### config.mk
export PLATFORM = sky130hd
export DESIGN_NAME = plsu_cell
export DESIGN_NICKNAME = d
export VERILOG_FILES = /design/src/rtl/plsu_pkg.sv /design/src/rtl/plsu_cell.sv
export SDC_FILE = /design/constraint.sdc
export NUM_CORES = 1
export LEC_CHECK = 0
export BUFFER_PORTS_ARGS = -buffer_cell sky130_fd_sc_hd__clkbuf_2
export CORE_MARGIN = 4
export CORE_UTILIZATION = 46
export CTS_BUF_LIST = sky130_fd_sc_hd__clkbuf_8
export DETAILED_ROUTE_END_ITERATION = 10
export PLACE_DENSITY_LB_ADDON = 0.15
export SYNTH_ARGS = -nofsm -noshare
export SYNTH_HDL_FRONTEND = slang
export SYNTH_SLANG_ARGS = --single-unit
### constraint.sdc
create_clock -name clk -period 5.69 [get_ports clk]
set_clock_uncertainty 0.15 [all_clocks]
set_input_delay 0.2845 -clock clk [delete_from_list [all_inputs] [get_ports clk]]
set_output_delay 0.2845 -clock clk [all_outputs]
set_load 0.01 [all_outputs]
### src/rtl/plsu_pkg.sv
// Shared types and constants for the positional list store unit.
// Holds request/response structs, op and status codes, and cell command type.
// No dependencies.
`default_nettype none
package plsu_pkg;

	localparam int CAPACITY = 64;
	localparam int IDX_W    = $clog2(CAPACITY);
	localparam int CNT_W    = $clog2(CAPACITY + 1);
	localparam int DATA_W   = 32;

	typedef enum logic [1:0] {
		REQ_INSERT = 2'd0,
		REQ_REMOVE = 2'd1,
		REQ_READ   = 2'd2,
		REQ_SEARCH = 2'd3
	} plsu_req_type_t;

	typedef enum logic [2:0] {
		ST_OK       = 3'd0,
		ST_EMPTY    = 3'd1,
		ST_FULL     = 3'd2,
		ST_BADPOS   = 3'd3,
		ST_NOTFOUND = 3'd4
	} plsu_status_t;

	typedef enum logic [1:0] {
		SH_NONE,
		SH_INS,
		SH_REM
	} plsu_shift_t;

	typedef struct packed {
		plsu_req_type_t     req_type;
		logic signed [7:0]  position;
		logic signed [31:0] data_in;
	} plsu_req_t;

	typedef struct packed {
		plsu_status_t       status;
		logic signed [31:0] data_out;
		logic [5:0]         found_index;
		logic [6:0]         entry_count;
	} plsu_rsp_t;

	// Broadcast to every cell in the row.
	typedef struct packed {
		plsu_shift_t         op;
		logic [IDX_W-1:0]    at;
		logic [CNT_W-1:0]    cnt;
		logic [DATA_W-1:0]   wdata;
		logic                rd_en;
		logic [IDX_W-1:0]    rd_at;
	} plsu_cmd_t;

endpackage
`default_nettype wire

### src/rtl/plsu_cell.sv
// One storage cell of the list row: holds an entry, shifts with its neighbors.
// Depends on plsu_pkg.
`default_nettype none
module plsu_cell
	import plsu_pkg::*;
(
	input  wire logic              clk,
	input  wire logic [IDX_W-1:0]  idx,
	input  wire plsu_cmd_t         cmd,
	input  wire logic [DATA_W-1:0] left,
	input  wire logic [DATA_W-1:0] right,
	output logic      [DATA_W-1:0] data,
	output logic                   hit,
	output logic      [DATA_W-1:0] rdata
);

	logic [DATA_W-1:0] entry_q;
	logic [CNT_W-1:0]  idx_c;
	logic [CNT_W:0]    idx_p1;
	logic              live;

	assign idx_c  = CNT_W'(idx);
	assign idx_p1 = {1'b0, idx_c} + 1'b1;
	assign live   = idx_c < cmd.cnt;
	assign data   = entry_q;
	assign hit    = live && (entry_q == cmd.wdata);
	assign rdata  = (cmd.rd_en && idx == cmd.rd_at) ? entry_q : '0;

	always_ff @(posedge clk) begin
		case (cmd.op)
			SH_INS: begin
				// load at the insert point, take from the left behind it
				if (idx == cmd.at)
					entry_q <= cmd.wdata;
				else if (idx > cmd.at && idx_c <= cmd.cnt)
					entry_q <= left;
			end
			SH_REM: begin
				// close the gap: take from the right from the removal point on
				if (idx >= cmd.at && idx_p1 < {1'b0, cmd.cnt})
					entry_q <= right;
			end
			default: begin
			end
		endcase
	end

endmodule
`default_nettype wire

==> metrics.yaml <==
grt:
  grt_max_degree: 67
  grt_pass1_vias: 2666
  antenna_found_initial: 0
  grtUsageTotal_pct: 21.8
  grt_pass1_wl_mm: 12.8
  grt-ovfl-total: 0
clock_network:
  clk_pin_slew_ns: 0.07
  cts_tree: "done"
  cts.repair.resized: 0
  postCtsSetupRepairBufs: 0
  clock_sinks: 32
  hold_buffers: 0
  h-tree-depth: 2
  cts_root_buf: "clkbuf_8"
  cts_made_buffers: 5
  cts_buffer_depth: 2
synth:
  yosysUniqueCellTypes: 29
  synth.avg_cell_area_um2: 9.53
  synth_common_cells: "xor2_1, and2_1, edfxtp_1, mux2i_1, nand2_1"
  synth.top_cell.area_share_pct: 33.6
  synth_top_cell_by_area: "edfxtp_1"
  synth_nets: 447
  ys_ff_latch: 32
  syn_inst: 300
  synthArstFlopShare_pct: 0
  yosysSeqAreaShare_pct: 33.6
  synth_most_common_cell: "xor2_1"
  yosys_warnings: 0
  synth_edf_count: 32
  netlist_area_um2: 2860
  synth_ff_type: "edfxtp_1"
  synth.area.top_cells: "edfxtp_1, mux2i_1, xor2_1"
placed_design:
  dp_hpwl_mm: 7.05
  io_buffers: 189
  gp_congestion: 0.845
  placed_cells: 551
power:
  ir_drop_mv: 0.125
  p_per_area_nw_per_um2: 212
  power_leakage_nw: 1.91
final_layout:
  largest_reg_flops: 32
  antenna_cells: 0
  drive_gt1_share_pct: 41.4
  layout.nets: 630
  final_cells: 558
  syn_to_final_growth_pct: 36.3
timing:
  setup_viol: 0
  rsz0062_at_grt: "false"
  fmaxAchievable_ghz: 0.309
  fin_crit_ns: 3.24
  slew_viol_final: 0
  relSlewSlack_pct: 24.9
  finalCritPeriodShare_pct: 56.9
  setup-tns-final_ns: 0
  holdWs_ns: 0.132
  hold_viol_final: 0
  tightest_slew_ns: 1.13
outcome:
  outcome: "finished, final reports clean"
routing:
  drtIter0Drc: 141
  avgRoutedWirePerCell_um: 15.3
  drc_errors: 0
  routed_wl_mm: 8.55
  drtAntennaViolNets: 0
  vias: 2829
  vias_per_cell: 5.07
  dr.pass1.iters: 4
floorplan:
  start_util_pct: 47.7
  core-area_um2: 5990
  die_h_um: 86.8
  die-area_um2: 7540
  die_x_um: 86.8
  io_pins: 190
  rows: 28
critical_path:
  crit_type: "in -> reg"
  arrival_ns: 2.99
  cpPeakStageDelay_ns: 0.89
  cp_max_fo: 34
  critPathLaunchType: "input pin"
  endpoint_kind: "flip-flop"
  cp_slowest_cell: "and3_2"
  required_ns: 5.44
  cp_cell_sequence: "clkbuf_2 -> ha_1 -> and4_1 -> and3_2 -> nand4b_1 -> a21oi_1 -> a21oi_4"
hold_path:
  hold_path.class: "in -> reg"
  min_path_cells: 3
job:
  maxCapViolCount: 0
report_power, final:
part / switching [W] / internal [W] / leakage [nW]
Combinational: 0.000159 / 0.000127 / 1.55
Sequential: 0.0000483 / 0.000330 / 0.309
Clock: 0.0000799 / 0.0000812 / 0.0452
Total: 0.000287 / 0.000538 / 1.91
stage by stage:
step / area [µm²] / util [%] / power, W / worst slack, ns
after floorplan: 2860 / - / 0.000518 / 2.10
after global placement: 3820 / 63.7 / 0.000667 / 2.18
after detailed placement: 3820 / 63.7 / 0.000673 / 2.11
after CTS: 3890 / 65.0 / 0.000834 / 2.40
after global routing: 3890 / 65.0 / 0.000883 / 2.22
final: 3890 / 65.0 / 0.000825 / 2.45
placed cells by master, fill, tap and decap left out, types with 7 or more instances in the layout:
master / instances
clkbuf_2: 189
xor2_1: 36
mux2i_1: 32
nand2_1: 32
and2_1: 32
edfxtp_1: 32
o21ai_1: 29
ha_1: 21
inv_1: 16
nor4_1: 8
o21ai_0: 7
area by class of cell:
type | count | area [µm²]
clock inverters | 2 | 8.76
well taps | 75 | 93.8
fillers | 562 | 2100
clock buffers | 5 | 68.8
inverters | 15 | 56.3
repair buffers | 190 | 953
flip-flops and latches | 32 | 961
multi-input cells | 239 | 1750
metal layers:
metal  global-route usage [%]  vias up  part of all wire [%]  wire length [µm]
met4                     4.11        0                  0.97                83
met3                     5.23       11                   8.0               684
met5                        0        -                     0                 0
met1                     27.1     1270                    41              3510
li1                         -     1424                     -                 -
met2                     38.6      124                    50              4280
kinds of logic after synthesis:
family | synth area share [%]
AOI/OAI and AO/OA | 9.02
buffers and inverters | 5.91
DFF | 33.6
muxes | 11.2
adders and majority gates | 9.63
xor gates and xnor gates | 12.9
and+or+nand+nor | 17.7
critical path, delay by kind of cell:
family | cells | cell delay [ns]
AOI/OAI and AO/OA | 2 | 0.90
adders and majority gates | 1 | 0.33
buffers and inverters | 1 | 0.14
and+or+nand+nor | 3 | 1.32
path summary, 6_finish.rpt:
kind / startpoint / end / slack [ns]
worst max-delay path: idx[5] / data[31] / 2.45
worst min-delay path: right[22] / data[22] / 0.13
(Power assumes the default switching activity.)
